==> src/hdl/amsc_pkg.sv <==
`timescale 1ns / 1ps
`default_nettype none

package amsc_pkg;

    // field widths
    localparam int AXIS_W  = 16;
    localparam int ABS_W   = AXIS_W + 1;
    localparam int SUM_W   = 32;
    localparam int MAG_W   = 16;
    localparam int COUNT_W = 16;
    localparam int ADDR_W  = 3;
    localparam int DATA_W  = 32;

    // item function codes
    localparam logic [1:0] FUNC_SAMPLE = 2'd0;
    localparam logic [1:0] FUNC_BUTTON = 2'd1;
    localparam logic [1:0] FUNC_CLEAR  = 2'd2;

    // register index
    localparam logic [ADDR_W-3:0] REG_THRESHOLD = '0;

    // reset values: 8 m/s^2 and 10.5 m/s^2 at 16384 lsb per g, g = 9.81
    localparam logic [MAG_W-1:0]   THRESHOLD_RESET = 16'd13361;
    localparam logic [MAG_W-1:0]   LAST_MAG_RESET  = 16'd17537;
    localparam logic [COUNT_W-1:0] COUNT_MAX       = '1;

    typedef struct packed {
        logic [1:0]               func;
        logic signed [AXIS_W-1:0] accel_x;
        logic signed [AXIS_W-1:0] accel_y;
        logic signed [AXIS_W-1:0] accel_z;
        logic                     button_level;
    } in_item_t;

    typedef struct packed {
        logic [COUNT_W-1:0] step_count;
        logic               is_paused;
        logic [MAG_W-1:0]   magnitude;
        logic               step_seen;
    } out_item_t;

    typedef enum logic [1:0] {
        ST_IDLE,
        ST_SUMSQ,
        ST_ROOT,
        ST_FINISH
    } ctrl_state_t;

    // absolute value of a two's complement axis, one bit wider
    function automatic logic [ABS_W-1:0] axis_abs(input logic [AXIS_W-1:0] v);
        logic [ABS_W-1:0] ext;
        ext = {v[AXIS_W-1], v};
        return v[AXIS_W-1] ? (ABS_W'(0) - ext) : ext;
    endfunction

endpackage

`default_nettype wire

==> src/hdl/amsc_sumsq.sv <==
`timescale 1ns / 1ps
`default_nettype none

module amsc_sumsq (
    input  wire logic                           clk,
    input  wire logic                           rst_n,
    input  wire logic                           start,
    input  wire logic [amsc_pkg::AXIS_W-1:0]    accel_x,
    input  wire logic [amsc_pkg::AXIS_W-1:0]    accel_y,
    input  wire logic [amsc_pkg::AXIS_W-1:0]    accel_z,
    output logic                                done,
    output logic [amsc_pkg::SUM_W-1:0]          sum
);
    import amsc_pkg::*;

    logic             busy_reg, busy_next;
    logic [1:0]       cnt_reg, cnt_next;
    logic             done_reg, done_next;
    logic [SUM_W-1:0] prod_reg, prod_next;
    logic [SUM_W-1:0] acc_reg, acc_next;
    logic [ABS_W-1:0] operand;

    // pick the axis for the shared multiplier
    always_comb
    begin
        unique case (cnt_reg)
            2'd0:    operand = axis_abs(accel_x);
            2'd1:    operand = axis_abs(accel_y);
            2'd2:    operand = axis_abs(accel_z);
            default: operand = '0;
        endcase
    end

    // one square per cycle, each accumulated in the next cycle from the product register
    always_comb
    begin
        busy_next = busy_reg;
        cnt_next  = cnt_reg;
        done_next = 1'b0;
        prod_next = {{(SUM_W-ABS_W){1'b0}}, operand} * {{(SUM_W-ABS_W){1'b0}}, operand};
        acc_next  = acc_reg;
        if (start)
        begin
            busy_next = 1'b1;
            cnt_next  = '0;
            acc_next  = '0;
        end
        else if (busy_reg)
        begin
            if (cnt_reg != 2'd0)
            begin
                acc_next = acc_reg + prod_reg;
            end
            if (cnt_reg == 2'd3)
            begin
                busy_next = 1'b0;
                done_next = 1'b1;
            end
            else
            begin
                cnt_next = cnt_reg + 2'd1;
            end
        end
    end

    // control registers
    always_ff @(posedge clk or negedge rst_n)
    begin
        if (!rst_n)
        begin
            busy_reg <= 1'b0;
            cnt_reg  <= '0;
            done_reg <= 1'b0;
        end
        else
        begin
            busy_reg <= busy_next;
            cnt_reg  <= cnt_next;
            done_reg <= done_next;
        end
    end

    // datapath registers
    always_ff @(posedge clk)
    begin
        prod_reg <= prod_next;
        acc_reg  <= acc_next;
    end

    assign done = done_reg;
    assign sum  = acc_reg;

endmodule

`default_nettype wire

==> src/hdl/amsc_isqrt.sv <==
`timescale 1ns / 1ps
`default_nettype none

module amsc_isqrt (
    input  wire logic                        clk,
    input  wire logic                        rst_n,
    input  wire logic                        start,
    input  wire logic [amsc_pkg::SUM_W-1:0]  radicand,
    output logic                             done,
    output logic [amsc_pkg::MAG_W-1:0]       root
);
    import amsc_pkg::*;

    localparam int REM_W  = MAG_W + 1;
    localparam int TRY_W  = REM_W + 2;
    localparam int STEP_W = $clog2(MAG_W);

    logic              busy_reg, busy_next;
    logic [STEP_W-1:0] step_reg, step_next;
    logic              done_reg, done_next;
    logic [SUM_W-1:0]  rad_reg, rad_next;
    logic [REM_W-1:0]  rem_reg, rem_next;
    logic [MAG_W-1:0]  root_reg, root_next;
    logic [TRY_W-1:0]  shifted;
    logic [TRY_W-1:0]  trial;
    logic [TRY_W-1:0]  diff;
    logic              take;

    // one restoring step: bring down two bits, try 4*root+1
    assign shifted = {rem_reg, rad_reg[SUM_W-1 -: 2]};
    assign trial   = {1'b0, root_reg, 2'b01};
    assign diff    = shifted - trial;
    assign take    = (shifted >= trial);

    always_comb
    begin
        busy_next = busy_reg;
        step_next = step_reg;
        done_next = 1'b0;
        rad_next  = rad_reg;
        rem_next  = rem_reg;
        root_next = root_reg;
        if (start)
        begin
            busy_next = 1'b1;
            step_next = '0;
            rad_next  = radicand;
            rem_next  = '0;
            root_next = '0;
        end
        else if (busy_reg)
        begin
            rad_next  = {rad_reg[SUM_W-3:0], 2'b00};
            rem_next  = take ? diff[REM_W-1:0] : shifted[REM_W-1:0];
            root_next = {root_reg[MAG_W-2:0], take};
            step_next = step_reg + STEP_W'(1);
            if (step_reg == STEP_W'(MAG_W - 1))
            begin
                busy_next = 1'b0;
                done_next = 1'b1;
            end
        end
    end

    // control registers
    always_ff @(posedge clk or negedge rst_n)
    begin
        if (!rst_n)
        begin
            busy_reg <= 1'b0;
            step_reg <= '0;
            done_reg <= 1'b0;
        end
        else
        begin
            busy_reg <= busy_next;
            step_reg <= step_next;
            done_reg <= done_next;
        end
    end

    // datapath registers
    always_ff @(posedge clk)
    begin
        rad_reg  <= rad_next;
        rem_reg  <= rem_next;
        root_reg <= root_next;
    end

    assign done = done_reg;
    assign root = root_reg;

endmodule

`default_nettype wire

==> src/hdl/accel_magnitude_step_counter.sv <==
// Pedometer on raw accelerometer samples. Each input transfer carries a
// function code: an acceleration sample (three signed 16-bit axes), a
// pause button level, or a clear of the step count; code 3 is ignored.
// For a sample the magnitude is the floor square root of x*x + y*y + z*z
// in raw lsb; a step counts when it differs from the previous sample's
// magnitude by more than step_threshold (register at address 0, reset
// 13361) while not paused, and the count saturates at 65535. Every input
// transfer yields exactly one output transfer with the count, the pause
// flag, the latest magnitude and whether this item counted a step. The
// block handles one item at a time and takes no new item until the last
// is through: a sample passes the one shared 17x17 multiplier for the sum
// of squares, then the bit-serial square root and the final update step;
// a button or clear item goes straight to the final update step. The input
// is accepted again while a finished result waits in the output register;
// a held output only delays the final update step.
`timescale 1ns / 1ps
`default_nettype none

module accel_magnitude_step_counter (
    input  wire logic                           clk,
    input  wire logic                           rst_n,
    input  wire logic                           in_valid,
    output logic                                in_stall,
    input  wire amsc_pkg::in_item_t             in_data,
    output logic                                out_valid,
    input  wire logic                           out_stall,
    output amsc_pkg::out_item_t                 out_data,
    input  wire logic                           psel,
    input  wire logic                           penable,
    input  wire logic                           pwrite,
    input  wire logic [amsc_pkg::ADDR_W-1:0]    paddr,
    input  wire logic [amsc_pkg::DATA_W-1:0]    pwdata,
    output logic [amsc_pkg::DATA_W-1:0]         prdata,
    output logic                                pready
);
    import amsc_pkg::*;

    ctrl_state_t        state_reg, state_next;
    in_item_t           item_reg;
    logic [MAG_W-1:0]   thr_reg;
    logic [COUNT_W-1:0] count_reg, count_next;
    logic               pause_reg, pause_next;
    logic               held_reg, held_next;
    logic [MAG_W-1:0]   last_mag_reg, last_mag_next;
    logic               out_valid_reg, out_valid_next;
    out_item_t          out_data_reg, out_data_next;

    logic               in_xfer;
    logic               out_free;
    logic               sq_start, sq_done;
    logic [SUM_W-1:0]   sq_sum;
    logic               rt_start, rt_done;
    logic [MAG_W-1:0]   rt_root;
    logic               finish;
    logic               reg_sel;
    logic [MAG_W-1:0]   mag_diff;
    logic               seen;

    // configuration port
    assign pready  = 1'b1;
    assign reg_sel = (paddr[ADDR_W-1:2] == REG_THRESHOLD);
    assign prdata  = reg_sel ? {{(DATA_W-MAG_W){1'b0}}, thr_reg} : '0;

    always_ff @(posedge clk or negedge rst_n)
    begin
        if (!rst_n)
        begin
            thr_reg <= THRESHOLD_RESET;
        end
        else if (psel && penable && pwrite && reg_sel)
        begin
            thr_reg <= pwdata[MAG_W-1:0];
        end
    end

    // handshake
    assign in_stall  = (state_reg != ST_IDLE);
    assign in_xfer   = in_valid && !in_stall;
    assign out_free  = !out_valid_reg || !out_stall;
    assign out_valid = out_valid_reg;
    assign out_data  = out_data_reg;

    // shared arithmetic units
    amsc_sumsq u_sumsq (
        .clk     (clk),
        .rst_n   (rst_n),
        .start   (sq_start),
        .accel_x (item_reg.accel_x),
        .accel_y (item_reg.accel_y),
        .accel_z (item_reg.accel_z),
        .done    (sq_done),
        .sum     (sq_sum)
    );

    amsc_isqrt u_isqrt (
        .clk      (clk),
        .rst_n    (rst_n),
        .start    (rt_start),
        .radicand (sq_sum),
        .done     (rt_done),
        .root     (rt_root)
    );

    // sequencer
    always_comb
    begin
        state_next = state_reg;
        sq_start   = 1'b0;
        rt_start   = 1'b0;
        finish     = 1'b0;
        unique case (state_reg)
            ST_IDLE:
            begin
                if (in_xfer)
                begin
                    if (in_data.func == FUNC_SAMPLE)
                    begin
                        // sum of squares starts at the edge that captures the sample
                        sq_start   = 1'b1;
                        state_next = ST_SUMSQ;
                    end
                    else
                    begin
                        state_next = ST_FINISH;
                    end
                end
            end
            ST_SUMSQ:
            begin
                if (sq_done)
                begin
                    rt_start   = 1'b1;
                    state_next = ST_ROOT;
                end
            end
            ST_ROOT:
            begin
                if (rt_done)
                begin
                    state_next = ST_FINISH;
                end
            end
            ST_FINISH:
            begin
                if (out_free)
                begin
                    finish     = 1'b1;
                    state_next = ST_IDLE;
                end
            end
            default:
            begin
                state_next = ST_IDLE;
            end
        endcase
    end

    // step detection on the new magnitude
    assign mag_diff = (rt_root > last_mag_reg) ? (rt_root - last_mag_reg)
                                               : (last_mag_reg - rt_root);

    // state update and result
    always_comb
    begin
        count_next    = count_reg;
        pause_next    = pause_reg;
        held_next     = held_reg;
        last_mag_next = last_mag_reg;
        seen          = 1'b0;
        unique case (item_reg.func)
            FUNC_SAMPLE:
            begin
                if ((mag_diff > thr_reg) && !pause_reg)
                begin
                    seen = 1'b1;
                    if (count_reg != COUNT_MAX)
                    begin
                        count_next = count_reg + COUNT_W'(1);
                    end
                end
                last_mag_next = rt_root;
            end
            FUNC_BUTTON:
            begin
                if (item_reg.button_level)
                begin
                    if (!held_reg)
                    begin
                        held_next  = 1'b1;
                        pause_next = !pause_reg;
                    end
                end
                else
                begin
                    held_next = 1'b0;
                end
            end
            FUNC_CLEAR:
            begin
                count_next = '0;
            end
            default:
            begin
                count_next = count_reg;
            end
        endcase
        out_data_next.step_count = count_next;
        out_data_next.is_paused  = pause_next;
        out_data_next.magnitude  = last_mag_next;
        out_data_next.step_seen  = seen;
        out_valid_next = out_valid_reg && out_stall;
        if (finish)
        begin
            out_valid_next = 1'b1;
        end
    end

    // control and step state
    always_ff @(posedge clk or negedge rst_n)
    begin
        if (!rst_n)
        begin
            state_reg     <= ST_IDLE;
            count_reg     <= '0;
            pause_reg     <= 1'b0;
            held_reg      <= 1'b0;
            last_mag_reg  <= LAST_MAG_RESET;
            out_valid_reg <= 1'b0;
        end
        else
        begin
            state_reg     <= state_next;
            out_valid_reg <= out_valid_next;
            if (finish)
            begin
                count_reg    <= count_next;
                pause_reg    <= pause_next;
                held_reg     <= held_next;
                last_mag_reg <= last_mag_next;
            end
        end
    end

    // captured item and output payload
    always_ff @(posedge clk)
    begin
        if (in_xfer)
        begin
            item_reg <= in_data;
        end
        if (finish)
        begin
            out_data_reg <= out_data_next;
        end
    end

    // square root only finishes while the sequencer waits for it
    assert property (@(posedge clk) disable iff (!rst_n)
        rt_done |-> (state_reg == ST_ROOT))
        else $error("square root done outside root phase");

    // sum of squares only finishes while the sequencer waits for it
    assert property (@(posedge clk) disable iff (!rst_n)
        sq_done |-> (state_reg == ST_SUMSQ))
        else $error("sum of squares done outside its phase");

    // a counted step never comes from a paused block
    assert property (@(posedge clk) disable iff (!rst_n)
        (out_valid_reg && out_data_reg.step_seen) |-> !out_data_reg.is_paused)
        else $error("step reported while paused");

    // the count saturates instead of wrapping
    assert property (@(posedge clk) disable iff (!rst_n)
        (finish && count_reg == COUNT_MAX && item_reg.func != FUNC_CLEAR)
        |=> (count_reg == COUNT_MAX))
        else $error("step count wrapped");

endmodule

`default_nettype wire
==> config.mk <==
export PLATFORM = sky130hd
export DESIGN_NAME = accel_magnitude_step_counter
export DESIGN_NICKNAME = d
export VERILOG_FILES = /design/src/hdl/amsc_pkg.sv /design/src/hdl/amsc_sumsq.sv /design/src/hdl/amsc_isqrt.sv /design/src/hdl/accel_magnitude_step_counter.sv
export SDC_FILE = /design/constraint.sdc
export NUM_CORES = 1
export LEC_CHECK = 0
export CORE_MARGIN = 2
export CORE_UTILIZATION = 30
export DETAILED_ROUTE_END_ITERATION = 12
export DONT_BUFFER_PORTS = 1
export MAX_ROUTING_LAYER = met4
export PLACE_DENSITY = 0.45
export SETUP_SLACK_MARGIN = 0.05
export SYNTH_ARGS = -nofsm -noshare
export SYNTH_HDL_FRONTEND = slang
export SYNTH_HIERARCHICAL = 1
export SYNTH_SLANG_ARGS = --single-unit
==> constraint.sdc <==
create_clock -name clk -period 24 [get_ports clk]
set_clock_uncertainty 0.1 [all_clocks]
set_input_delay 0 -clock clk [delete_from_list [all_inputs] [get_ports clk]]
set_output_delay 0 -clock clk [all_outputs]
set_load 0.03 [all_outputs]
==> qor.txt, run 1 <==
Status - complete, no violations
Setup crit end kind - register
Clk buf depth - 3
Leading area contributor after synthesis - fa_1
Met1 Use GR - 19.7%
CP Launch Type - register
Yosys reg bits - 276
First-pass GRT wire length - 106 mm
Final Hold Fails - 0
Die H - 290 um
Worst slack, placed - 15.16 ns
Ratio of cells with drive above 1 in the final layout - 7.48%
Worst path required time - 24.35 ns
Met2 Use GR - 28.6%
DR vias - 18,700
Iter 0 DRT Violations - 889
Synthesized area - 24,500 um2
Top-count cell post-synth - inv_1
Die area - 83,900 um2
Cell variety after synth - 115
Final Max Tran Viols - 0
Total congestion overflow - 0
Setup TNS - 0 ns
R2R setup slack - 15.09 ns
Clock Tree Root - clkbuf_16
Top cells by count, synth - inv_1, nand2_1, ha_1
Initial DRT Pass Iterations - 5
Post-cts gate resize count - 0
RSZ-0062 raised after global routing - false
Gr usage total - 16.3%
Num CTS Buffers - 34
Avg Inst Size Synth - 9.43 um2
Share of flip-flops with an asynchronous set or reset - 22.8%
EDFF count, synth - 117
DR WL/cell - 17.2 um
I/O pin count - 162
Final setup vio count - 0
Area share of the largest cell type after synthesis - 15.7%
Leakage power - 12.1 nW
Pwr dens - 44.8 nW/um2
Max incr delay on CP - 0.92 ns
Vias in the first global route - 19,800
Worst vdd ir - 0.0345 mV
Routed Wire Length - 64.8 mm
Most used cell, CP - fa_1
CTS tree - done
Filler Cell Count - 8,351
Relative slew slack - 23.4%
Yosys warnings - 6
Post-CTS Setup Inserts - 0
Dpl hpwl - 49.5 mm
Ranking of synthesized cells by area - fa_1, edfxtp_1, ha_1
Met3 Use GR - 1.86%
Primary FF master, synth - edfxtp_1
Fmax - 0.112 GHz
Reg area - 7030 um2
Grt peak-use layer - met2
Critical path class - register to register
IO Port Bufs - 0
Post-route ant nets - 0
CTS sink count - 276
Worst EP arrival - 9.27 ns
Slowest-stage cell, CP - o221ai_1
Hold Crit Class - input port to output pin
Worst-margin pin slew - 1.15 ns
Cts hold-fix bufs - 116
Final-stage net count - 3,180
Initial Util - 30.3%
Core Footprint - 80,700 um2
Max reg flops - 51
Drc violations - 0
Worst-Skew Late Latency - 0.56 ns
Seq/Total Area, Yosys - 28.7%
Period utilization - 37.1%
Largest net degree at the start of global routing - 70
Maxcap violations - 0
Area Growth Syn to Fin - 14.0%
Worst-path clk slew - 0.06 ns
Global placement routability congestion - 0.876
H-tree depth - 2
Area of the multi-input gates - 15,600 um2
Worst setup margin - 15.09 ns
Crit path time final - 8.91 ns
Vias per cell - 4.94
Cell count after synthesis - 2,595
Die W - 290 um
Crit path max fanout - 9
# rows - 104
Initial antenna violation count - 1
[cells by family (layout without fill, tap and decap cells)]
kind of cell	count (synthesis)	after routing	share of synthesized area, %
fa+ha+maj	399	399	26.3
mux	92	92	4.04
other cells	4	41	0.0613
simple gates	719	719	14.2
buf+inv	486	570	8.10
xor+xnor	122	122	4.37
compound gates	497	497	14.3
flops	276	276	28.7
[through the flow]
stage	std cells	power [mW]	util (%)	hold WS, ns	area, um2
CTS	3773	1.27	34.6	0.000854	27900
floorplan	2630	0.648	-	-0.396	24600
finish	3776	1.25	34.6	0.0104	27900
global route	3774	1.31	34.6	0.00829	27900
global placement	3595	0.679	31.6	-0.394	25500
detailed placement	3595	0.681	31.6	-0.393	25500
[final timing paths]
kind,start,endpoint,cells after the start
hold / removal,paddr[2],prdata[3],1
hold reg to reg,u_sumsq/sum[0]$_SDFFE_PP0P_,u_sumsq/sum[0]$_SDFFE_PP0P_,2
setup / recovery,item_reg[35]$_DFFE_PP_,u_sumsq/prod_reg[29]$_DFF_P_,28
setup reg to reg,item_reg[35]$_DFFE_PP_,u_sumsq/prod_reg[29]$_DFF_P_,28
min in group asynchronous,rst_n,last_mag_reg[7]$_DFFE_PN1P_,3
max in group asynchronous,rst_n,u_isqrt/busy_reg$_DFF_PN0_,4
[cell type report]
type                       instances  area share (%)
sequential                       276            25.2
tap                             1060            4.75
clock inverter                    16           0.848
inverter                         374            5.03
clock buffer                      46            3.47
multi-input combinational       1868            55.9
timing repair buffer             134            4.78
antenna                            2          0.0179
[where the power goes]
| group | internal [mW] | leakage, nW | total, mW | switching [mW] |
|---|---|---|---|---|
| logic | 0.0774 | 9.15 | 0.181 | 0.104 |
| registers | 0.503 | 2.40 | 0.510 | 0.00669 |
| clock network | 0.341 | 0.579 | 0.560 | 0.220 |
| total | 0.921 | 12.1 | 1.25 | 0.330 |
[worst max-delay path: cells and delay by family, from the launching register on]
family / cells / cell delay (ns)
xor+xnor: 2 / 0.33
fa+ha+maj: 7 / 3.26
simple gates: 5 / 1.28
flops: 1 / 0.51
buf+inv: 5 / 0.35
compound gates: 9 / 3.00
[routing by layer]
metal | vias up | wire length, um
met5 | - | 0
met4 | 0 | 1680
met3 | 89 | 2250
met2 | 304 | 33000
met1 | 9243 | 27900
li1 | 9015 | -
[layout by cell type, fill, tap and decap left out, types with 16 or more instances in the layout]
| cell | instances |
|---|---|
| inv_1 | 368 |
| nand2_1 | 273 |
| ha_1 | 207 |
| fa_1 | 192 |
| nor2_1 | 164 |
| edfxtp_1 | 117 |
| a21oi_1 | 116 |
| dlygate4sd3_1 | 115 |
| dfxtp_1 | 96 |
| o21ai_0 | 95 |
| xnor2_1 | 76 |
| dfrtp_1 | 52 |
| mux2_2 | 50 |
| xor2_1 | 46 |
| a21o_1 | 42 |
| mux2i_1 | 40 |
| conb_1 | 39 |
| clkbuf_16 | 36 |
| nand2b_1 | 34 |
| nand3_1 | 34 |
| nand4_1 | 28 |
| nor3_1 | 27 |
| a211oi_1 | 25 |
| and3_1 | 20 |
| and2_1 | 18 |
| a31oi_1 | 18 |
| nor2b_1 | 17 |
| buf_4 | 17 |
| o21a_1 | 16 |
No activity file was read; power rests on OpenSTA's default activity.
==> run 2, diff against run 1 <==
Settings changed: ABC_AREA set to 1, PLACE_DENSITY 0.45 to 0.46.
Clock period 24 ns to 7.1 ns, I/O delays scaled along.
==> run 2 against run 1 <==
  * Die area up 7.3%
  * Critical endpoint is now u_sumsq/prod_reg[26]$_DFF_P_
  * Critical path depth up 2
  * Worst hold slack gained 0.0048 ns
  * Non-clock buffer count up 73
==> qor.txt, run 2 <==
Clk buf depth - 3 (unchanged)
CP startpoint - item_reg[33]$_DFFE_PP_
Total congestion overflow - 0 (unchanged)
Reg area - 7020 um2 (about the same)
Ranking of synthesized cells by area - fa_1, edfxtp_1, nand2_1
Fmax - 0.149 GHz (+33%)
Worst-path clk slew - 0.05 ns (about the same)
Relative slew slack - 29.1% (+5.6 points)
CTS tree - done
Placed Area - 27,700 um2 (+8.7%)
Routed Wire Length - 72.1 mm (+11%)
Final Hold Fails - 0 (unchanged)
Initial antenna violation count - 0 (-1)
Final-stage net count - 4,189 (+32%)
Worst-margin pin slew - 1.06 ns (-0.0868 ns)
Post-route ant nets - 0 (unchanged)
Crit path max fanout - 5 (-4)
Share of flip-flops with an asynchronous set or reset - 22.8% (unchanged)
Final Max Tran Viols - 0 (unchanged)
Clock Tree Root - clkbuf_16
Yosys reg bits - 276 (unchanged)
Period utilization - 94.3% (+57 points)
H-tree depth - 2 (unchanged)
Cell count after synthesis - 3,513 (+35%)
Dpl hpwl - 57.0 mm (+15%)
Setup crit end kind - register
Met1 Use GR - 21.7% (+1.9 points)
Worst EP arrival - 7.07 ns (-2.20 ns)
Seq/Total Area, Yosys - 26.7% (-2.0 points)
Max reg flops - 51 (unchanged)
Area of the multi-input gates - 16,400 um2 (+5.4%)
Num CTS Buffers - 35 (+2.9%)
Met2 Use GR - 28.0% (-0.61 points)
Primary FF master, synth - edfxtp_1
DR vias - 21,900 (+18%)
Global placement routability congestion - 0.870 (-0.59%)
Die W - 300 um (+3.6%)
Cell variety after synth - 61 (-47%)
Worst-Skew Late Latency - 0.56 ns (about the same)
I/O pin count - 162 (unchanged)
Commonest non-fill, non-tap cell in the layout - nand2_1
Max incr delay on CP - 0.61 ns (-0.31 ns)
CP delay by family, top - adder cells
Post-Route Utilization - 35.4% (+0.78 points)
Vias per cell - 4.50 (-9.0%)
Die area - 90,000 um2 (+7.3%)
CP Launch Type - register
Crit path time final - 6.70 ns (-2.22 ns)
Filler Cell Count - 9,298 (+11%)
# rows - 108 (+3.8%)
RSZ-0062 raised after global routing - false
Status - complete, no violations
Area Growth Syn to Fin - 16.8%
WP buf/inv - 7 (+2)
Maxcap violations - 0 (unchanged)
Setup TNS - 0 ns (unchanged)
Avg Inst Size Synth - 7.48 um2 (-21%)
Min-delay src - paddr[2]
First-pass GRT wire length - 117 mm (+11%)
Top-count cell post-synth - nand2_1
Diodes inserted - 0 (-2)
Die H - 300 um (+3.6%)
Gr usage total - 16.7% (+0.37 points)
Crit Reg-Reg Startpoint - item_reg[33]$_DFFE_PP_
Ratio of cells with drive above 1 in the final layout - 8.33% (+0.85 points)
Worst path required time - 7.48 ns (-16.87 ns)
Met3 Use GR - 1.75% (-0.11 points)
Design area - 30,700 um2 (+10%)
Drc violations - 0 (unchanged)
Synthesized area - 26,300 um2 (+7.4%)
Leading area contributor after synthesis - fa_1
Grt peak-use layer - met2
DR WL/cell - 14.8 um (-14%)
Initial Util - 30.3% (-0.041 points)
Hold Crit Class - input port to output pin
Iter 0 DRT Violations - 1,273 (+43%)
Most frequent cells in the layout - nand2_1, inv_1, nor2_1
Area share of the largest cell type after synthesis - 14.6% (-1.1 points)
EDFF count, synth - 117 (unchanged)
Largest net degree at the start of global routing - 64 (-8.6%)
Yosys warnings - 6 (unchanged)
Final setup vio count - 0 (unchanged)
IO Port Bufs - 0 (unchanged)
CTS sink count - 276 (unchanged)
Hold Slack - 0.0152 ns (+0.00484 ns)
Vias in the first global route - 21,900 (+11%)
Slowest-stage cell, CP - fa_1
Critical path class - register to register
Initial DRT Pass Iterations - 5 (unchanged)
Core Footprint - 86,800 um2 (+7.5%)
Top cells by count, synth - nand2_1, inv_1, nor2_1
==> run 2: routing by layer <==
metal	share of wire, %	up-vias
met2	48	323
met4	1.9	0
met5	0	-
met3	3.2	61
li1	-	11200
met1	47	10300
==> run 2: worst reg2reg max path: cells and delay by family (launching register included) <==
| family | cells | cell delay [ns] |
|---|---|---|
| AOI/OAI and AO/OA | 1 | 0.18 |
| xor gates and xnor gates | 1 | 0.17 |
| adders and majority gates | 8 | 3.83 |
| buffers and inverters | 7 | 0.52 |
| DFF | 1 | 0.36 |
| and+or+nand+nor | 13 | 1.48 |
==> run 2: path summary, 6_finish.rpt <==
path,end,slack [ns],cells after the start
setup / recovery,u_sumsq/prod_reg[26]$_DFF_P_,0.40,30
hold / removal,prdata[1],0.02,1
hold reg to reg,u_isqrt/step_reg[3]$_DFFE_PN0P_,0.37,1
min in group asynchronous,thr_reg[4]$_DFFE_PN1P_,0.52,3
setup reg to reg,u_sumsq/prod_reg[26]$_DFF_P_,0.40,30
max in group asynchronous,u_sumsq/done$_DFF_PN0_,6.03,4
==> run 2: kinds of logic (layout without fill, tap and decap cells) <==
logic type,Yosys count,after routing,synth area share (%)
AO/OA/AOI/OAI,362,362,7.88
XOR/XNOR,72,72,2.40
adder cells (fa/ha/maj),399,399,24.5
buffers and inverters,790,963,12.1
flip-flops,276,276,26.7
other,4,39,0.0571
AND/OR/NAND/NOR,1610,1610,26.4
==> run 2: repair_timing <==
item / in CTS / in global routing
hold buffers: 154 / 0
setup buffers: 0 / 5
endpoints found under the setup margin: 2 / 18
gates resized for setup: 2 / 57
endpoints found under the hold margin: 159 / 0
pin swaps: 0 / 10
==> run 2: layout make-up <==
| type | count | area share, % |
|---|---|---|
| clock buffer | 46 | 3.16 |
| tap | 1155 | 4.71 |
| multi-input combinational | 2482 | 53.6 |
| inverter | 695 | 8.52 |
| clock inverter | 15 | 0.669 |
| timing repair buffer | 207 | 6.48 |
| sequential | 276 | 22.9 |
==> run 2: metrics by stage <==
| stage | std cells | setup slack [ns] |
|---|---|---|
| after global routing | 4876 | 0.0328 |
| after CTS | 4871 | 0.0878 |
| after floorplan | 3548 | 0.808 |
| final | 4876 | 0.405 |
| after detailed placement | 4656 | 0.0851 |
| after global placement | 4656 | 0.0640 |
Power of run 2 is left out: the tool's default activity adds up to more than one toggle a clock period on the data nets, which glitch-free logic cannot reach.
